<file path="src/hdl/assert_macros.svh">
// Assertion macros for the life generator RTL.
`ifndef ASSERT_MACROS_SVH
`define ASSERT_MACROS_SVH

// Concurrent assertion on clk, inactive while rst_n is low.
`define TLG_ASSERT(label, prop, msg) \
  label: assert property (@(posedge clk) disable iff (!rst_n) prop) else $error(msg);

// Concurrent assertion on clk that also holds during reset.
`define TLG_ASSERT_ALWAYS(label, prop, msg) \
  label: assert property (@(posedge clk) prop) else $error(msg);

`endif

</file>
<file path="src/hdl/tlg_pkg.sv">
// Package with the shared constants and codes of the toroidal life generator.
package tlg_pkg;

  localparam int MaxWidthDef  = 64;
  localparam int MaxHeightDef = 64;

  localparam int CfgW   = 7;
  localparam int CoordW = 6;
  localparam int ModeW  = 2;
  localparam int StepW  = $clog2(CoordW);

  localparam logic [CfgW-1:0] GridWidthRst  = CfgW'(64);
  localparam logic [CfgW-1:0] GridHeightRst = CfgW'(64);

  localparam logic [ModeW-1:0] MODE_SET  = 2'd0;
  localparam logic [ModeW-1:0] MODE_READ = 2'd1;
  localparam logic [ModeW-1:0] MODE_STEP = 2'd2;
  localparam logic [ModeW-1:0] MODE_NOP  = 2'd3;

  localparam logic REG_GRID_WIDTH  = 1'b0;
  localparam logic REG_GRID_HEIGHT = 1'b1;

  // B3/S23 neighbor counts.
  localparam logic [3:0] SurviveLow = 4'd2;
  localparam logic [3:0] BirthCount = 4'd3;

endpackage

</file>
<file path="src/hdl/tlg_row_mem.sv">
// Row-wide grid memory: one write port, one read port, registered read data.
module tlg_row_mem #(
  parameter int DEPTH = tlg_pkg::MaxHeightDef,
  parameter int WIDTH = tlg_pkg::MaxWidthDef
) (
  input  logic                     clk,
  input  logic                     we,
  input  logic [$clog2(DEPTH)-1:0] waddr,
  input  logic [WIDTH-1:0]         wdata,
  input  logic [$clog2(DEPTH)-1:0] raddr,
  output logic [WIDTH-1:0]         rdata
);
  logic [WIDTH-1:0] mem [DEPTH];

  always_ff @(posedge clk) begin
    if (we) begin
      mem[waddr] <= wdata;
    end
  end

  always_ff @(posedge clk) begin
    rdata <= mem[raddr];
  end
endmodule

</file>
<file path="config.mk">
export PLATFORM = sky130hd
export DESIGN_NAME = tlg_row_mem
export DESIGN_NICKNAME = d
export VERILOG_FILES = /design/src/hdl/assert_macros.svh /design/src/hdl/tlg_pkg.sv /design/src/hdl/tlg_row_mem.sv
export SDC_FILE = /design/constraint.sdc
export NUM_CORES = 2
export LEC_CHECK = 0
export BUFFER_PORTS_ARGS = -buffer_cell sky130_fd_sc_hd__buf_2
export CORE_ASPECT_RATIO = 1.1
export CORE_MARGIN = 2
export CORE_UTILIZATION = 35
export DETAILED_ROUTE_END_ITERATION = 8
export PLACE_DENSITY = 0.54
export SYNTH_ARGS = -nofsm -noshare
export SYNTH_HDL_FRONTEND = slang
export SYNTH_SLANG_ARGS = --single-unit
</file>
<file path="constraint.sdc">
create_clock -name clk -period 8.05 [get_ports clk]
set_clock_uncertainty 0.15 [all_clocks]
set_input_delay 1.2075 -clock clk [delete_from_list [all_inputs] [get_ports clk]]
set_output_delay 1.2075 -clock clk [all_outputs]
set_load 0.005 [all_outputs]
</file>
After elaboration in Yosys (flattened, before gate mapping)
Memories as Yosys holds them, arrays and structs flattened. A register that Yosys moved wholly into a read port is not among the register bits.
Cells that the tools add are included.
{"block": "classes", "mux": 2}
{"cell": "2-to-1 mux 1 bit", "count": 2}
{"block": "totals", "register_bits": 0, "mem_bits_rw": 4096, "input_bits": 78, "out_inout_bits": 64, "word_cells": 3, "mem_count": 1}
{"memory": "mem", "words": 64, "word_bits": 64, "read_ports": 1, "rd_clocked_by_memory_dff": 1, "wr": 1, "line": "tlg_row_mem.sv:13", "rtl": "logic [WIDTH-1:0] mem [DEPTH];"}

Longest topological paths before layout
{"block": "depth", "depth_word": 2, "mapped_depth": 9, "ltp_nobuf": 5}

Least setup slack after synthesis
No wires, ideal clock.
{"block": "synth_timing", "path_type": "input to register", "startpoint": "in waddr[3]", "endpoint": "mem mem[48][0] (netlist name), enable pin", "t_arrival_ns": 6.079, "required_ns": 7.336, "setup_slack_ns": 1.257, "path_stages": 4, "n_path_buf": 1, "cell_sequence": "clkbuf_1 > nor2b_1 > nand4b_1 > nor3_1"}
{"element": "from (decl)", "line": "tlg_row_mem.sv:8", "rtl": "input logic [$clog2(DEPTH)-1:0] waddr,"}
{"element": "to (decl)", "line": "tlg_row_mem.sv:13"}
No word-level cell before the write port.

Final worst setup path
{"block": "layout_timing", "startpoint": "in we", "endpoint": "mem mem[14][9] (netlist name), enable pin"}
{"block": "layout_between", "elab_chain_cells": 2}
{"element": "from (decl)", "line": "tlg_row_mem.sv:7", "rtl": "input logic we,"}
{"element": "2-to-1 mux 1 bit", "line": "tlg_row_mem.sv:16", "rtl": "if (we) begin"}
{"element": "2-to-1 mux 1 bit (implied by the code)", "line": "tlg_row_mem.sv:17", "rtl": "mem[waddr] <= wdata;"}
Every way passes these cells.

==> results by group <==
Global routing
  – All-layer global routing usage: 19.6%
  – Initial antenna violation count: 40
  – Pin count of the biggest net entering global routing: 122
  – Vias in the first global route: 75900
  – GR Overflow Total: 0
  – First-pass GRT wire length: 619 mm

Die
  – Num rows: 257
  – Die Area: ~450000 sq um
  – Die Y: around 700 microns
  – Die extent in x: 641 microns
  – Core box area: approximately 450000 sq um
  – I/O pins: 142
  – Initial cell density of the core: about a third

Detailed routing
  – Via count: 74300
  – Pre-antenna DRT Iters: 5
  – M1 WL: 182 mm
  – Met2 routed WL: 226 mm
  – Routed wire length: 449 mm
  – DRC: 0
  – Length of routed met3 wiring: 28.7 mm
  – Antenna-violating nets left: 0
  – Post-DR vias/cell: 5.59
  – Starting DRC count in detailed routing: 9181
  – DR top layer: met5
  – DR WL/cell: 33.8 microns

Clock tree
  – Total CTS buffers: 410
  – Hold_buf cts: 0
  – Post-CTS Setup Bufs: 0
  – Longest Clk Path Bufs: 4
  – Clock sinks: 4160
  – H-tree Lvls: 5
  – CTS tree: built
  – Root Driver: clkbuf_16
  – Post-CTS sizing: 0
  – Clock slew at reported path FFs: 0.06 ns
  – Worst-Skew Late Latency: 0.99 ns

Placement
  – DP Worst Slack: between 3 and 4 ns
  – Gp weighted congestion: 0.761
  – # port buffers: roughly 140
  – DP HPWL: about 230 mm
  – Dpl cell area: 165000 sq um

Timing
  – Slew headroom: a little over a tenth
  – Tcrit/Tclk final: 48.2%
  – Endpoints failing setup: 0
  – Setup WS post-layout: 4.17 ns
  – Max frequency: between 0.2 and 0.3 GHz
  – Final hold viol count: 0
  – Setup TNS: 0 ns
  – RSZ-0062 raised after global routing: false
  – Post-layout minimum cycle time: slightly below 4 ns
  – Least-Margin Pin Slew: 1.34 ns
  – Fin. max-slew vios: 0

Cells and area
  – Post-layout nets: roughly 7000
  – Share of layout cells above drive strength 1: around 28%
  – Finished Cell Area: 179000 sq um
  – Most common cell after layout, fill and taps aside: edfxtp_1
  – Synth-to-layout area growth: 14.2%
  – Most frequent cells in the layout: edfxtp_1 (4096), mux4_2 (1024), clkbuf_16 (419)
  – Layout fillers: 39000

Pwr
  – Psw: around 9.6 mW
  – Power share of the sequential group: 53.5%
  – Combinational share of power: 4.5%
  – Clk pwr share: between 40% and 50%
  – Power density over the cells: 253 nW/um^2
  – Internal: 35.5 mW
  – LEAKAGE: between 50 and 60 nW
  – Peak VDD IR: 0.178 mV
  – Sw Share: 21.4%

Setup path
  – Worst R2R Start: mem[50][23]
  – Critical path launch point: we
  – CP required: 8.51 ns
  – Data arrival, critical path: 4.35 ns
  – Worst R2R Setup Slack: 5.73 ns
  – CP Capture Type: flip-flop
  – Crit start category: input port
  – Class of the most critical setup path: in -> reg
  – Crit Path Max Fanout: 40

Yosys
  – Synth Cell Area: about 160000 sq um
  – Post-synthesis sequential area ratio: around 79%
  – Async set or reset register ratio after synthesis: 0%
  – Synth area leaders: edfxtp_1 (79%), mux4_2 (15%), mux2i_1 (0.86%)
  – Post-synth top flop: edfxtp_1
  – Mapped Cells: 6598
  – Count of unique library cells instantiated by Yosys: 33
  – Synth warn: 0
  – Syn_nets: 6676
  – Dominant cell type by area after synthesis: edfxtp_1
  – Top cell type's share of synthesized area: between 70% and 80%
  – Post-synth EDFFs: 4096
  – Synth Area per Inst: roughly 24 sq um
  – Synthesized flop and latch total: 4160

Worst hold path
  – Hold Crit Class: in -> reg
  – Hold path start: waddr[1]

Outcome
  – Status: finished clean

Run
  – # Max-Cap Violations: 0
state kept, by name, summed over array words and instances (netlist names):
| signal | count |
|---|---|
| mem | 4096 |
| rdata | 64 |
metal layers:
layer	global-route usage [%]	vias up
met3	2.46	565
met5	0	-
li1	-	29300
met1	26.7	41500
met2	33.2	2900
met4	4.88	2
worst paths after layout:
path | endpoint | depth (start not counted)
setup / recovery | mem[14][9] | 6
hold / removal | mem[49][1] | 2
hold reg to reg | rdata[2] | 4
setup reg to reg | rdata[23] | 5
cell usage after synthesis (58+ instances only):
cell type  number
a22oi_1       168
dfxtp_1        64
o22ai_1        83
mux2i_1       135
a211oi_1       63
a22o_1         88
and3_1         64
edfxtp_1     4096
mux4_2       1024
nand2_1        58
clkbuf_1      140
buf_2         170
nor2_1        112
power groups by stage:
stage          clock, mW  combinational [mW]  sequential, mW
3_3_place_gp           0                2.02            24.6
3_5_place_dp           0                2.05            24.6
5_1_grt             20.1                2.15            24.1
2_1_floorplan          0                1.12            24.5
6_report            19.0                2.02            24.1
4_1_cts             19.3                2.05            24.1
worst max-delay path: stages:
cell	delay [ns]
buf_2	0.24
nor2b_1	0.31
nand3_1	0.75
nor2_4	0.29
buf_4	0.78
buf_4	0.63
kinds of logic (layout without fill, tap and decap cells):
family | after synthesis | after routing | share of synthesized area (%)
other | 0 | 18 | 0
muxes | 1159 | 1159 | 15.6
AOI/OAI and AO/OA | 504 | 504 | 2.48
buffers and inverters | 389 | 1102 | 1.18
DFF | 4160 | 4160 | 79.5
and+or+nand+nor | 386 | 386 | 1.24
through the flow:
stage / total power [mW] / utilization [%] / std cells / hold WS, ns
after floorplan: 25.6 / - / 6598 / 0.638
after global placement: 26.6 / 37.1 / 12500 / 0.676
after detailed placement: 26.6 / 37.1 / 12500 / 0.683
after CTS: 45.5 / 40.1 / 13300 / 0.537
after global routing: 46.4 / 40.1 / 13300 / 0.599
final: 45.1 / 40.1 / 13300 / 0.632
layout make-up:
cell class	count	area, sq um	share of cell area (%)
Antenna cell	18	45.0	0.0252
Multi-Input combinational cell	2049	30800	17.2
Inverter	19	71.3	0.0399
Timing Repair Buffer	330	2720	1.52
Tap cell	5957	7450	4.17
Clock buffer	524	11100	6.22
Sequential cell	4160	124000	69.6
Clock inverter	229	2120	1.19
Power figures use the tool's default switching activity.
