**config.mk**
```make
export PLATFORM = sky130hd
export DESIGN_NAME = tlg_life_rule
export DESIGN_NICKNAME = d
export VERILOG_FILES = /design/src/hdl/assert_macros.svh /design/src/hdl/tlg_pkg.sv /design/src/hdl/tlg_life_rule.sv
export SDC_FILE = /design/constraint.sdc
export NUM_CORES = 1
export LEC_CHECK = 0
export BUFFER_PORTS_ARGS = -buffer_cell sky130_fd_sc_hd__clkbuf_2
export CAP_MARGIN = 30
export CORE_AREA = 2 2 176 178
export DETAILED_ROUTE_END_ITERATION = 10
export DIE_AREA = 0 0 178 180
export MAX_ROUTING_LAYER = met4
export PLACE_DENSITY = 0.74
export SETUP_SLACK_MARGIN = 0.4
export SYNTH_ARGS = -nofsm -noshare
export SYNTH_HDL_FRONTEND = slang
export SYNTH_SLANG_ARGS = --single-unit
```
**constraint.sdc**
```tcl
create_clock -name vclk -period 8.9
set_clock_uncertainty 0.2 [all_clocks]
set_input_delay 0.89 -clock vclk [all_inputs]
set_output_delay 0.89 -clock vclk [all_outputs]
set_load 0.01 [all_outputs]
```
**src/hdl/assert_macros.svh**
```systemverilog
// Assertion macros for the life generator RTL.
`ifndef ASSERT_MACROS_SVH
`define ASSERT_MACROS_SVH

// Concurrent assertion on clk, inactive while rst_n is low.
`define TLG_ASSERT(label, prop, msg) \
  label: assert property (@(posedge clk) disable iff (!rst_n) prop) else $error(msg);

// Concurrent assertion on clk that also holds during reset.
`define TLG_ASSERT_ALWAYS(label, prop, msg) \
  label: assert property (@(posedge clk) prop) else $error(msg);

`endif

```
**src/hdl/tlg_pkg.sv**
```systemverilog
// Package with the shared constants and codes of the toroidal life generator.
package tlg_pkg;

  localparam int MaxWidthDef  = 64;
  localparam int MaxHeightDef = 64;

  localparam int CfgW   = 7;
  localparam int CoordW = 6;
  localparam int ModeW  = 2;
  localparam int StepW  = $clog2(CoordW);

  localparam logic [CfgW-1:0] GridWidthRst  = CfgW'(64);
  localparam logic [CfgW-1:0] GridHeightRst = CfgW'(64);

  localparam logic [ModeW-1:0] MODE_SET  = 2'd0;
  localparam logic [ModeW-1:0] MODE_READ = 2'd1;
  localparam logic [ModeW-1:0] MODE_STEP = 2'd2;
  localparam logic [ModeW-1:0] MODE_NOP  = 2'd3;

  localparam logic REG_GRID_WIDTH  = 1'b0;
  localparam logic REG_GRID_HEIGHT = 1'b1;

  // B3/S23 neighbor counts.
  localparam logic [3:0] SurviveLow = 4'd2;
  localparam logic [3:0] BirthCount = 4'd3;

endpackage

```
**src/hdl/tlg_life_rule.sv**
```systemverilog
// Next-state logic of one grid row under B3/S23 with wrap at the used width.
module tlg_life_rule #(
  parameter int MAX_WIDTH = tlg_pkg::MaxWidthDef
) (
  input  logic [MAX_WIDTH-1:0]           up_row,
  input  logic [MAX_WIDTH-1:0]           cur_row,
  input  logic [MAX_WIDTH-1:0]           down_row,
  input  logic [$clog2(MAX_WIDTH+1)-1:0] eff_w,
  output logic [MAX_WIDTH-1:0]           next_row
);
  import tlg_pkg::*;

  localparam int XW = $clog2(MAX_WIDTH);
  localparam int CW = $clog2(MAX_WIDTH + 1);

  logic [XW-1:0] wm1;
  logic          up_last;
  logic          cur_last;
  logic          down_last;

  assign wm1       = XW'(eff_w - CW'(1));
  assign up_last   = up_row[wm1];
  assign cur_last  = cur_row[wm1];
  assign down_last = down_row[wm1];

  for (genvar x = 0; x < MAX_WIDTH; x++) begin : g_lane
    logic       ul, cl, dl, ur, cr, dr;
    logic [3:0] sum;
    logic       alive_nxt;

    if (x == 0) begin : g_left_edge
      assign ul = up_last;
      assign cl = cur_last;
      assign dl = down_last;
    end else begin : g_left
      assign ul = up_row[x-1];
      assign cl = cur_row[x-1];
      assign dl = down_row[x-1];
    end

    if (x == MAX_WIDTH - 1) begin : g_right_edge
      assign ur = up_row[0];
      assign cr = cur_row[0];
      assign dr = down_row[0];
    end else begin : g_right
      logic at_end;
      assign at_end = (XW'(x) == wm1);
      assign ur = at_end ? up_row[0]   : up_row[x+1];
      assign cr = at_end ? cur_row[0]  : cur_row[x+1];
      assign dr = at_end ? down_row[0] : down_row[x+1];
    end

    // A cell may be counted more than once on very narrow grids.
    assign sum = 4'(ul) + 4'(up_row[x]) + 4'(ur) + 4'(cr)
               + 4'(dr) + 4'(down_row[x]) + 4'(dl) + 4'(cl);
    assign alive_nxt = cur_row[x] ? ((sum == SurviveLow) || (sum == BirthCount))
                                  : (sum == BirthCount);
    // Columns outside the used area keep their value.
    assign next_row[x] = (CW'(x) < eff_w) ? alive_nxt : cur_row[x];
  end
endmodule
```
[Word level (Yosys, flattened, before mapping)]
Index checks and enable logic that the tools add are counted.
Operators by class
  add/subtract/negate cells: 449
  $lt $le $gt $ge: 65
  equality and inequality tests: 190
  mux-type cells: 323
  reduce and logical (&&, ||, !) cells: 65
Operator list (count)
  4-bit by 1-bit adder with 4-bit output: 256
  4-bit by 2-bit == test with 1-bit output, second input constant: 128
  1-bit 2-to-1 mux: 320
  3-bit by 1-bit adder with 4-bit output: 64
  6-bit by 7-bit < comparator with 1-bit output, first input constant: 32
  2-bit by 1-bit adder with 3-bit output: 64
  6-bit == test, first input constant: 31
  1-bit by 1-bit adder with 2-bit output: 64
  5-bit by 7-bit < comparator with 1-bit output, first input constant: 16
  5-bit by 6-bit == test with 1-bit output, first input constant: 16
  1-bit logical OR: 64
  4-bit by 7-bit < comparator with 1-bit output, first input constant: 8
  4-bit by 6-bit == test with 1-bit output, first input constant: 8
  3-bit by 7-bit < comparator with 1-bit output, first input constant: 4
  3-bit by 6-bit == test with 1-bit output, first input constant: 4
  1-bit binary-select mux with 6-bit select: 3
  1-bit by 7-bit < comparator with 1-bit output, first input constant: 2
  2-bit by 7-bit < comparator with 1-bit output, first input constant: 2
  2-bit by 6-bit == test with 1-bit output, first input constant: 2
  6-bit by 7-bit < comparator with 1-bit output, second input constant: 1
  1-bit by 6-bit == test with 1-bit output, first input constant: 1
  6-bit zero test: 1
  6-bit by 1-bit subtractor with 6-bit output, second input constant: 1
Word-level totals
  register bits: 0
  bits of input ports: 199
  output and inout bits: 64
  word-level logic and storage cells: 1092

[Logic depth before layout (Yosys ltp)]
  word-level depth: 14
  mapped depth: 23
  mapped depth without buffers: 19

[Worst setup path before layout]
Ideal clock, no wire load.
  path type: input to output
  start: in eff_w[0]
  end: out next_row[0]
  arrival time: 6043 ps
  required time: 7810 ps
  setup slack: 1767 ps
  stages on the path: 21
  path buffers: 4
  cell sequence: buf_2 > buf_2 > inv_2 > ha_1 > buf_2 > buf_1 > mux4_2 > mux2_2 > nand2_1 > o21ai_0 > o31a_1 > fa_1 > inv_1 > fa_1 > fa_1 > inv_1 > ha_1 > fa_1 > o21ai_0 > nand2_1 > a21oi_1
Between the ends
  cells in the longest elaborated chain, start to end: 14
  elaborated cells on any way between the ends: 24
  classes of those cells: add/sub: 8; order compare: 1; eq/ne: 2; mux: 11; reduce/logical: 2
Ends and longest elaborated chain
  start, declared: RTL line tlg_life_rule.sv:8  | input logic [$clog2(MAX_WIDTH+1)-1:0] eff_w,
  6-bit by 1-bit subtractor with 6-bit output: RTL line tlg_life_rule.sv:21  | assign wm1 = XW'(eff_w - CW'(1));
  1-bit binary-select mux with 6-bit select: RTL line tlg_life_rule.sv:22  | assign up_last = up_row[wm1];
  1-bit 2-to-1 mux (not written as such): RTL line tlg_life_rule.sv:22
  1-bit by 1-bit adder with 2-bit output: RTL line tlg_life_rule.sv:54  | assign sum = 4'(ul) + 4'(up_row[x]) + 4'(ur) + 4'(cr)
  2-bit by 1-bit adder with 3-bit output: RTL line tlg_life_rule.sv:54
  3-bit by 1-bit adder with 4-bit output: RTL line tlg_life_rule.sv:54
  4-bit by 1-bit adder with 4-bit output (4 in series): RTL line tlg_life_rule.sv:55  | + 4'(dr) + 4'(down_row[x]) + 4'(dl) + 4'(cl);
  4-bit by 2-bit == test with 1-bit output, on equally long branches: RTL line tlg_life_rule.sv:56, tlg_life_rule.sv:57
  1-bit logical OR: RTL line tlg_life_rule.sv:56  | assign alive_nxt = cur_row[x] ? ((sum == SurviveLow) || (sum == BirthCount))
  1-bit 2-to-1 mux: RTL line tlg_life_rule.sv:56
  1-bit 2-to-1 mux *: RTL line tlg_life_rule.sv:59  | assign next_row[x] = (CW'(x) < eff_w) ? alive_nxt : cur_row[x];
  end, declared: RTL line tlg_life_rule.sv:9  | output logic [MAX_WIDTH-1:0] next_row
Every way passes the cells marked *; elsewhere a longest branch is shown, timed or not. The select of a mux whose other input is x is not followed.

[Final worst setup path]
  start: in eff_w[1]
  end: out next_row[0]
Same word-level chain as after synthesis.

==> summary.txt <==
Status - finished, final reports clean
Starting DRT DRC Count - 932
Row count - 64
Fmax - 0.129 GHz
DR pass1 iterations - 5
Period Utilization, post-route - 87.0%
Cts hold-fix bufs - 0
FF+latch count - 0
Multi-input logic area - 0.0139 mm²
Peak supply drop - 78.2 µV
Pleak - 0.00853 µW
Synth warn - 0
Crit path time final - 7.75 ns
Vias in the first global route - 14200
GRT overflow - 0
CP most frequent cell - fa_1
Initial Util - 49.5%
Post-CTS Resized - 0
Synth unique cells - 48
Syn_area_per_cell - 9.44 µm²
MaxCap Viol Count - 0
DRC violations left - 0
Pins over their slew limit - 0
Height of the die - 180 µm
Final setup viols - 0
ANT nets after route - 0
Nets - 2464
Slowest stage cell, crit path - fa_1
CP Cell Sequence - clkbuf_2 > inv_1 > ha_1 > xor2_4 > buf_4 > mux4_2 > mux2i_1 > o211ai_1 > o31a_1 > fa_1 > inv_1 > fa_1 > fa_1 > inv_1 > ha_1 > fa_1 > o21ai_0 > nand2_1 > a21oi_1 > clkbuf_2
Synthesized net count - 2237
Core Footprint - 0.0302 mm²
CP Max Fanout - 14
Yosys top cell by area - fa_1
Largest net degree at the start of global routing - 65
DP HPWL - 40.2 mm
Crit path buffers/inverters - 6
Critical path launch point type - input pin
Routed Wire Length - 47.4 mm
Slew HR - 28.8%
Global-route wire length before repair - 76.4 mm
Final worst slack - 1.15 ns
Top cells by count, synth - fa_1 (256), a21oi_1 (205), inv_1 (204), ha_1 (197), nand2_1 (149)
GRT Resource Usage Total - 31.3%
Postcts setup bufs - 0
Detailed-route via count - 13500
Synth top area cells - fa_1 (34%), ha_1 (16%), mux2i_1 (9.1%)
Routed wire per std cell - 21.4 µm
Post-synth top area share - 34.3%
Die X - 178 µm
RSZ-0062 raised after global routing - false
Layout cell share with drive strength beyond 1 - 19.8%
Post-DR vias/cell - 6.10
Post-placement cell count - 2205
Top Ports - 263
Register area - 0 µm²
Clkbuf count - 0
Arr. time, crit path - 6.66 ns
Layout Cells excl Fill - 2213
TNS Setup - 0 ns
Initial antenna violation count - 4
Post-synthesis sequential area ratio - 0%
CP delay by family, top - adder cells
Max incr delay on CP - 0.56 ns
Layout fillers - 2711
Slew @ Worst Pin - 1.06 ns
Die area - 0.0320 mm²
Setup WS pre-CTS - 1.23 ns
Worst min path class - input pin to output port
Synthesized cell area - 0.0150 mm²
PD cells - 108 mW/mm²
GPL Wtd Cong - 0.960
IO Port Bufs - 263
Final Hold Fails - 0
CP endpoint kind - output port
Count leader, synth - fa_1
Setup CP Type - input pin to output port
Cells after synthesis - 1585
Area grow syn2layout - 11.4%
Worst EP required - 7.81 ns
-- routing by layer --
metal  GRT usage, %  up-vias  part of all wire [%]
met5              -        -                     0
met4           13.6        0                   5.1
met3           4.59      165                   9.3
met2           48.5      717                    46
met1           40.6     6631                    39
li1               -     5986                     -
-- through the flow --
step	utilization, %	area, µm²	total power, µW	hold WS (ns)
2_1_floorplan	-	15000	1240	1.70
3_3_place_gp	55.1	16600	1690	1.95
3_5_place_dp	55.1	16600	1790	1.95
4_1_cts	55.1	16600	1800	1.95
5_1_grt	55.2	16700	2080	1.98
6_report	55.2	16700	1800	1.95
-- final timing paths --
path,from,end,cells past startpoint
hold / removal,cur_row[55],next_row[55],4
setup / recovery,eff_w[1],next_row[0],20
-- cells in the final DEF (no fill, tap or decap), drive strengths merged, types with 2 or more instances in the layout --
cell,count
buf,16
nor2,21
mux2,80
diode,7
ha,197
mux4,48
nand3,69
o21ba,2
a21o,3
nor2b,10
and2,8
fa,256
inv,205
xnor2,3
o21ai,101
o21bai,6
a31oi,2
nand2,149
o2bb2ai,2
a21oi,205
xor2,2
o211ai,4
a22oi,4
a221oi,2
clkbuf,263
o2111ai,2
nor3,3
mux2i,136
-- logic make-up after synthesis --
family / count (synthesis) / synth area share, %
simple gates: 265 / 7.67
xor+xnor: 5 / 0.418
compound gates: 338 / 12.0
buf+inv: 260 / 6.82
fa+ha+maj: 453 / 50.7
mux: 264 / 22.4
-- where the power goes --
part,switching (µW),internal (µW)
Combinational,1030,776
Clock,0,0.00000204
Sequential,0,0
-- final cells by class --
cell class	count	area share [%]
multi-input cells	1325	83.7
well taps	396	2.97
repair buffers	279	8.62
inverters	206	4.64
diodes	7	0.105
Power figures use the tool's default switching activity.
